[config.mk]
export PLATFORM = sky130hd
export DESIGN_NAME = extended_gcd
export DESIGN_NICKNAME = d
export VERILOG_FILES = /design/src/hw/rtl/egcd_pkg.sv /design/src/hw/rtl/egcd_datapath.sv /design/src/hw/rtl/egcd_ctrl.sv /design/src/hw/rtl/extended_gcd.sv
export SDC_FILE = /design/constraint.sdc
export NUM_CORES = 2
export LEC_CHECK = 0
export BUFFER_PORTS_ARGS = -buffer_cell sky130_fd_sc_hd__buf_2
export CORE_MARGIN = 2
export CORE_UTILIZATION = 35
export CTS_CLUSTER_SIZE = 28
export DETAILED_ROUTE_END_ITERATION = 10
export GPL_ROUTABILITY_DRIVEN = 0
export PLACE_DENSITY = 0.5
export RECOVER_POWER = 100
export SYNTH_ARGS = -nofsm -noshare
export SYNTH_HDL_FRONTEND = slang
export SYNTH_SLANG_ARGS = --single-unit
[constraint.sdc]
create_clock -name clock -period 31.6 [get_ports clock]
set_input_delay 4.74 -clock clock [delete_from_list [all_inputs] [get_ports clock]]
set_output_delay 4.74 -clock clock [all_outputs]
set_load 0.005 [all_outputs]
[src/hw/rtl/egcd_pkg.sv]
`default_nettype none
package egcd_pkg;
   localparam int DataWidth = 64;
   localparam int CntWidth  = $clog2(DataWidth + 1);

   typedef logic [DataWidth-1:0] word_type;

   typedef struct packed {
      logic load;
      logic div_start;
      logic div_step;
      logic mul_step;
      logic update;
   } cmd_type;

   typedef struct packed {
      logic b_zero;
      logic div_last;
      logic mul_last;
   } status_type;
endpackage
`default_nettype wire

[src/hw/rtl/egcd_datapath.sv]
`default_nettype none
module egcd_datapath (
   input  wire logic                clock,
   input  wire egcd_pkg::cmd_type   cmd,
   output egcd_pkg::status_type     status,
   input  wire egcd_pkg::word_type  load_a,
   input  wire egcd_pkg::word_type  load_b,
   output egcd_pkg::word_type       res_r,
   output egcd_pkg::word_type       res_s,
   output egcd_pkg::word_type       res_t
);
   localparam int W = egcd_pkg::DataWidth;

   egcd_pkg::word_type a_ff, b_ff, s0_ff, s1_ff, t0_ff, t1_ff;
   egcd_pkg::word_type a_in, b_in, s0_in, s1_in, t0_in, t1_in;
   // divider: magnitude quotient/remainder, shift-subtract
   egcd_pkg::word_type rem_ff, rem_in, quo_ff, quo_in, mb_ff, mb_in;
   egcd_pkg::word_type q_ff, q_in;
   logic [egcd_pkg::CntWidth-1:0] cnt_ff, cnt_in;
   // multiplier: shift-add, both products at once
   egcd_pkg::word_type ps_ff, ps_in, pt_ff, pt_in, mq_ff, mq_in;

   logic [W:0] trial;
   egcd_pkg::word_type ma, mbv, rsgn;
   logic neg_q;

   always_comb begin
      ma  = a_ff[W-1] ? -a_ff : a_ff;
      mbv = b_ff[W-1] ? -b_ff : b_ff;
      neg_q = a_ff[W-1] ^ b_ff[W-1];
      trial = {rem_ff, quo_ff[W-1]} - {1'b0, mb_ff};
      rsgn  = a_ff[W-1] ? -rem_ff : rem_ff;

      a_in = a_ff; b_in = b_ff; s0_in = s0_ff; s1_in = s1_ff;
      t0_in = t0_ff; t1_in = t1_ff;
      rem_in = rem_ff; quo_in = quo_ff; mb_in = mb_ff; cnt_in = cnt_ff;
      q_in = q_ff; ps_in = ps_ff; pt_in = pt_ff; mq_in = mq_ff;

      if (cmd.load) begin
         a_in = load_a; b_in = load_b;
         s0_in = W'(1); s1_in = '0; t0_in = '0; t1_in = W'(1);
      end
      if (cmd.div_start) begin
         rem_in = '0; quo_in = ma; mb_in = mbv;
         cnt_in = egcd_pkg::CntWidth'(W);
      end
      if (cmd.div_step) begin
         if (!trial[W]) begin
            rem_in = trial[W-1:0];
            quo_in = {quo_ff[W-2:0], 1'b1};
         end else begin
            rem_in = {rem_ff[W-2:0], quo_ff[W-1]};
            quo_in = {quo_ff[W-2:0], 1'b0};
         end
         cnt_in = cnt_ff - 1'b1;
         if (cnt_ff == egcd_pkg::CntWidth'(1)) begin
            ps_in = '0; pt_in = '0;
            cnt_in = egcd_pkg::CntWidth'(W + 1);
         end
      end
      if (cmd.mul_step) begin
         // mq takes the signed quotient, consumed msb first; q takes the signed remainder
         if (cnt_ff == egcd_pkg::CntWidth'(W + 1)) begin
            mq_in = neg_q ? -quo_ff : quo_ff;
            q_in  = rsgn;
            ps_in = '0; pt_in = '0;
            cnt_in = egcd_pkg::CntWidth'(W);
         end else begin
            mq_in = {mq_ff[W-2:0], 1'b0};
            ps_in = {ps_ff[W-2:0], 1'b0} + (mq_ff[W-1] ? s1_ff : '0);
            pt_in = {pt_ff[W-2:0], 1'b0} + (mq_ff[W-1] ? t1_ff : '0);
            cnt_in = cnt_ff - 1'b1;
         end
      end
      if (cmd.update) begin
         s0_in = s1_ff; s1_in = s0_ff - ps_ff;
         t0_in = t1_ff; t1_in = t0_ff - pt_ff;
         a_in = b_ff; b_in = q_ff;
      end
   end

   always_ff @(posedge clock) begin
      a_ff <= a_in; b_ff <= b_in; s0_ff <= s0_in; s1_ff <= s1_in;
      t0_ff <= t0_in; t1_ff <= t1_in; rem_ff <= rem_in; quo_ff <= quo_in;
      mb_ff <= mb_in; cnt_ff <= cnt_in; q_ff <= q_in;
      ps_ff <= ps_in; pt_ff <= pt_in; mq_ff <= mq_in;
   end

   assign status.b_zero   = (b_ff == '0);
   assign status.div_last = (cnt_ff == egcd_pkg::CntWidth'(1));
   assign status.mul_last = (cnt_ff == egcd_pkg::CntWidth'(1));
   assign res_r = a_ff;
   assign res_s = s0_ff;
   assign res_t = t0_ff;
endmodule
`default_nettype wire

[src/hw/rtl/egcd_ctrl.sv]
`default_nettype none
module egcd_ctrl (
   input  wire logic                 clock,
   input  wire logic                 reset,
   input  wire logic                 req_valid,
   output logic                      req_ready,
   output logic                      rsp_valid,
   input  wire logic                 rsp_ready,
   input  wire egcd_pkg::status_type status,
   output egcd_pkg::cmd_type         cmd
);
   localparam logic [2:0] StIdle = 3'd0;
   localparam logic [2:0] StTest = 3'd1;
   localparam logic [2:0] StDiv  = 3'd2;
   localparam logic [2:0] StMul  = 3'd3;
   localparam logic [2:0] StUpd  = 3'd4;
   localparam logic [2:0] StDone = 3'd5;

   logic [2:0] state_ff, state_in;

   always_comb begin
      state_in = state_ff;
      cmd = '0;
      req_ready = 1'b0;
      rsp_valid = 1'b0;
      unique case (state_ff)
         StIdle: begin
            req_ready = 1'b1;
            if (req_valid) begin
               cmd.load = 1'b1;
               state_in = StTest;
            end
         end
         StTest: begin
            if (status.b_zero) state_in = StDone;
            else begin
               cmd.div_start = 1'b1;
               state_in = StDiv;
            end
         end
         StDiv: begin
            cmd.div_step = 1'b1;
            if (status.div_last) state_in = StMul;
         end
         StMul: begin
            cmd.mul_step = 1'b1;
            if (status.mul_last) state_in = StUpd;
         end
         StUpd: begin
            cmd.update = 1'b1;
            state_in = StTest;
         end
         StDone: begin
            rsp_valid = 1'b1;
            if (rsp_ready) state_in = StIdle;
         end
         default: state_in = StIdle;
      endcase
   end

   always_ff @(posedge clock) begin
      if (reset) state_ff <= StIdle;
      else state_ff <= state_in;
   end
endmodule
`default_nettype wire

[src/hw/rtl/extended_gcd.sv]
// sequence: once the request is taken, each euclid iteration runs a test, 64 divide
// steps, a quotient load and 64 multiply steps, and a coefficient update; the
// response is valid once the test finds the remainder zero
// throughput: one request at a time, next accepted the cycle after the response is taken
// reset: synchronous active-high reset returns the controller to idle
`default_nettype none
module extended_gcd (
   input  wire logic        clock,
   input  wire logic        reset,
   input  wire logic        req_valid,
   output logic             req_ready,
   input  wire logic [63:0] req_operand_a,
   input  wire logic [63:0] req_operand_b,
   output logic             rsp_valid,
   input  wire logic        rsp_ready,
   output logic [63:0]      rsp_divisor_out,
   output logic [63:0]      rsp_coef_a,
   output logic [63:0]      rsp_coef_b
);
   egcd_pkg::cmd_type    cmd;
   egcd_pkg::status_type status;
   egcd_pkg::word_type   res_r, res_s, res_t;

   // controller sequences divide, multiply and coefficient update
   egcd_ctrl u_ctrl (
      .clock, .reset, .req_valid, .req_ready, .rsp_valid, .rsp_ready,
      .status, .cmd
   );

   // datapath holds the running remainder pair and coefficient pairs
   // operands use the low datapath-width bits, results are sign-extended to 64
   egcd_datapath u_dp (
      .clock, .cmd, .status,
      .load_a(req_operand_a[egcd_pkg::DataWidth-1:0]),
      .load_b(req_operand_b[egcd_pkg::DataWidth-1:0]),
      .res_r, .res_s, .res_t
   );

   assign rsp_divisor_out = 64'(signed'(res_r));
   assign rsp_coef_a      = 64'(signed'(res_s));
   assign rsp_coef_b      = 64'(signed'(res_t));
endmodule
`default_nettype wire
# Word-level counts from Yosys, hierarchy flattened
# Index checks and enable logic that the tools add are counted.
# classes
addsub	10
eq_ne	11
muxes	49
bitwise_logic	1
n_reduce_logical	10
# ops
op	count
$mux W64	27
$neg A64 Y64	4
$add A64 B64 Y64	2
$sub A64 B64 Y64	2
$sub A65 B64 Y65	1
$logic_not A64 Y1	1
$mux W63	1
$mux W7	5
$pmux W3 S6	1
$mux W3	5
$mux W1	10
$ne A2 B2 Y1 const B	4
$reduce_bool A2 Y1	4
$eq A7 B1 Y1 const B	1
$eq A7 B7 Y1 const B	1
$sub A7 B1 Y7 const B	1
$eq A3 B2 Y1 const B	2
$eq A3 B3 Y1 const B	2
$reduce_and A2 Y1	2
$reduce_and A4 Y1	1
$eq A3 B1 Y1 const B	1
$logic_not A3 Y1	1
$reduce_bool A3 Y1	1
$xor A1 B1 Y1	1
# word_totals
ff_bits	842
input_bits	132
out_inout_bits	194

# Logic depth before layout (Yosys ltp)
# depth
depth_word	6
mapped_depth	17

# Modules after synthesis
# A second synthesis with hierarchy kept.
# unflattened
cells_unflattened	5623
area_unflattened_um2	56023.7
# modules_own_cells
module	n_inst	cells_each	area_per_inst_um2	seq_area_each_um2
egcd_datapath	1	5595	55798.5	25194.2
egcd_ctrl	1	28	225.2	60.1

# Worst setup path after synthesis
# Ideal clock, no wire load.
# synth_path
path_type	input to register
start	input req_valid
end	register u_dp.b_ff[0], enable pin
arrival_time_ps	30843
required_time_ps	29997
path_slack_ps	-846
stages	4
n_path_buf	0
cell_sequence	nor3_1 a21oi_1 o2bb2ai_1 nor3_1
# synth_via
elab_chain_len	3
# synth_rtl
item	line_no	rtl
from (decl)	extended_gcd.sv:10	input wire logic req_valid,
$mux W1	egcd_ctrl.sv:29	if (req_valid) begin
$mux W1	egcd_ctrl.sv:26	unique case (state_ff)
$reduce_bool A2 Y1 (no line)	n/a	
to (signal assigned)	egcd_datapath.sv:83	a_ff <= a_in; b_ff <= b_in; s0_ff <= s0_in; s1_ff <= s1_in;
to (decl)	egcd_datapath.sv:14	egcd_pkg::word_type a_ff, b_ff, s0_ff, s1_ff, t0_ff, t1_ff;
# Every way passes these cells.
# A chain may end at the register's enable or synchronous reset.

# Worst setup path in the final report
# layout_path
start	input req_valid
end	register u_dp.s0_ff[42], in the netlist u_dp.res_s[42], enable pin
# layout_via
elab_chain_len	3
# layout_rtl
item	line_no
$mux W1	egcd_ctrl.sv:29
$mux W1	egcd_ctrl.sv:26
$reduce_bool A2 Y1 (no line)	n/a
to (signal assigned)	egcd_datapath.sv:83
to (decl)	egcd_datapath.sv:14
# Every way passes these cells.

==> out/metrics.cfg <==
[sta]
rsz0062_at_grt = false
fin_crit_sh_pct = 43.8
tns_ps = 0
drv_slew = 1818
setup_violations = 0
slew_headroom_pct = -263
fmax_mhz = 72.3
hold_viol_final = 0
skew_ps = 38.5
tightest_slew_ps = 5450
min_period_ps = 13830

[setup_path]
start_kind = input pin
cp_top_family = buffers and inverters
critPathKind = in -> reg
reg2reg_depth = 9
critical-path-max-stage-delay_ps = 3230
cp_slowest_cell = clkbuf_1
reg2reg_slack_ps = 20950
path_cells = clkbuf_1 -> nor3_1 -> a21oi_1 -> o2bb2ai_1 -> nor3_4 -> clkbuf_1 -> clkbuf_1 -> clkbuf_1
crit_buf_inv = 4
critical_path_arrival_ps = 14060
r2r_start = u_dp.cnt_ff[2]
reg2reg_to = u_dp.res_s[42]
timing.critical_path.mode_cell = clkbuf_1
crit_fanout = 75
setup.worst_path.end_class = flop
worstPathRequired_ps = 31840

[layout]
layout.filler_cells = 16200
final_cell_mix = nand2_1, edfxtp_1, nor2_1
final_common_cell = nand2_1
area.growth.synth_to_final_pct = 11.9
drive_gt1_share_pct = 6.53
fin_nets = 6709

[routing]
finalWirelength_um = 178000
drc = 0
first_pass_iters = 6
routedWlPerCell_um = 21.2
post_drt_via_cell_ratio = 5.40
drt.antenna.violating_nets = 0
drt_first_iter_violations = 3692
num_vias = 45500

[clock_network]
cts_resized = 0
clockRootBuffer = clkbuf_16
cts_max_level = 3
insertion_delay_ps = 720
cts_tree = done
cts.clk_slew.worst_paths_ps = 60
ctsHoldBuffers = 0
clk_path_buf_depth = 3
numCtsBuffers = 105
clock_sinks = 842
cts_setup_buffers = 0

[global_route]
antenna_found_initial = 6
grt_pass1_vias = 44200
grt_max_degree = 129
grt_first_pass_wirelength_um = 270000
grt_use_total_pct = 21.3
grt_overflow_total = 0

[die]
die_h_um = 405
fp.dieArea_sq_um = 164000
initial_utilization_pct = 35.1
core_area_sq_um = 160000
ioPinCount = 326
die_w_um = 405
rows = 147

[synth]
ys.flop_type = edfxtp_1
ys_warn_count = 0
synth-edff-count = 839
yosysUniqueCellTypes = 76
netlist_instances = 6063
syn_avg_cell_area_sq_um = 9.27
synth-seq-cells = 842
syn_nets = 6520
async_flop_share_pct = 0
synth_area_sq_um = 56200
seq_area_frac_synth_pct = 44.9

[power_and_ir_drop]
p_per_area_nw_per_um2 = 91.4
switching_share_pct = 41.6
p_sw_w = 0.00239
p_int_w = 0.00336
power_frac_seq_pct = 35.5
p_clk_share_pct = 21.4
power_w = 0.00575
combPwrFrac_pct = 43.1
p_leak_nw = 24.7
irDropWorstVdd_uv = 60.7

[worst_hold_path]
min-delay-start = u_dp.mq_ff[16]
min_path_cells = 2
worstHoldEndpoint = u_dp.mq_ff[17]
holdCritPathClass = reg -> reg

[placed_design]
dp.final_hpwl_um = 133000
port-buffer-count = 325

[flow_run]
drv_cap = 29

[run_status]
violations = max-capacitance violations, max-slew violations
run_status = finished, violations left

[kinds of logic (layout without fill, tap and decap cells)]
family	Yosys count	count (layout)	share of synthesized area (%)
compound gates	1496	1496	16.5
xor+xnor	536	536	8.35
fa+ha+maj	325	325	7.30
buf+inv	581	859	3.88
flops	842	842	44.9
mux	7	7	0.127
other cells	0	3	0
simple gates	2276	2276	19.0
[state kept, by name, summed over array words and instances, names as in the netlist]
name and count:
u_ctrl.state_ff 3, u_dp.b_ff 64, u_dp.cnt_ff 7, u_dp.mb_ff 64, u_dp.mq_ff 64, u_dp.ps_ff 64, u_dp.pt_ff 64, u_dp.q_ff 64
u_dp.quo_ff 64, u_dp.rem_ff 64, u_dp.res_r 64, u_dp.res_s 64, u_dp.res_t 64, u_dp.s1_ff 64, u_dp.t1_ff 64
[worst max-delay path by stage]
stage / from / depth (start not counted) / end
after floorplan: req_valid / 4 / u_dp.b_ff[0]
after global placement: req_valid / 8 / u_dp.t1_ff[51]
after detailed placement: req_valid / 8 / u_dp.t1_ff[50]
after CTS: req_valid / 8 / u_dp.t1_ff[51]
after global routing: req_valid / 8 / u_dp.t1_ff[51]
final: req_valid / 8 / u_dp.res_s[42]
[worst min-delay path, cell delays in order (launching register included)]
cell	delay, ps
edfxtp_1	320
nand2_1	40
o21ai_0	50
[power groups by stage]
stage	Sequential, W	Combinational [W]	Clock [W]
final	0.00204	0.00248	0.00123
after global routing	0.00208	0.00276	0.00130
after global placement	0.00202	0.00246	0
after CTS	0.00201	0.00247	0.00126
after floorplan	0.00199	0.00181	0
after detailed placement	0.00203	0.00245	0
[per-stage QoR]
step | hold slack (ps) | setup WS, ps | std cells | util, % | cell area (sq um)
floorplan | 484 | 10970 | 6063 | - | 56200
global placement | 491 | 23200 | 8231 | 37.4 | 59800
detailed placement | 495 | 23150 | 8231 | 37.4 | 59800
CTS | 506 | 23890 | 8427 | 39.5 | 63300
global route | 522 | 16630 | 8427 | 39.3 | 62900
finish | 496 | 17770 | 8430 | 39.3 | 62900
[area by class of cell]
class | instances | area [sq um] | area share (%)
timing repair buffer | 367 | 1660 | 2.64
tap | 2086 | 2610 | 4.15
inverter | 296 | 1110 | 1.77
clock inverter | 73 | 688 | 1.09
antenna | 3 | 7.51 | 0.0119
sequential | 842 | 25300 | 40.1
clock buffer | 123 | 2740 | 4.35
multi-input combinational | 4640 | 28900 | 45.9
[cell usage after synthesis (all sizes together), types with 30 or more instances]
library cell	count	area, sq um
nand2	930	3490
edfxtp	839	25200
nor2	488	1830
a21oi	484	2420
o21ai	375	1880
xnor2	336	2940
ha	320	4000
inv	296	1110
and2	277	1730
clkbuf	272	1020
xor2	200	1750
a21o	197	1480
nor3	89	450
nand4	88	551
o31ai	87	658
nand3	81	405
or3	63	414
nand2b	60	383
o21bai	57	428
or4	42	330
o41ai	40	358
a31oi	38	238
o21a	38	285
nor4	34	213
a211oi	32	240
or2	30	188
[layer usage]
layer | global-route usage [%] | part of all wire [%] | vias to the layer above
met5 | 0 | 0 | -
met4 | 4.90 | 2.1 | 0
met3 | 3.29 | 6.7 | 181
met2 | 32.8 | 44 | 1409
met1 | 31.1 | 48 | 21900
li1 | - | - | 22100
(Power assumes the default switching activity.)
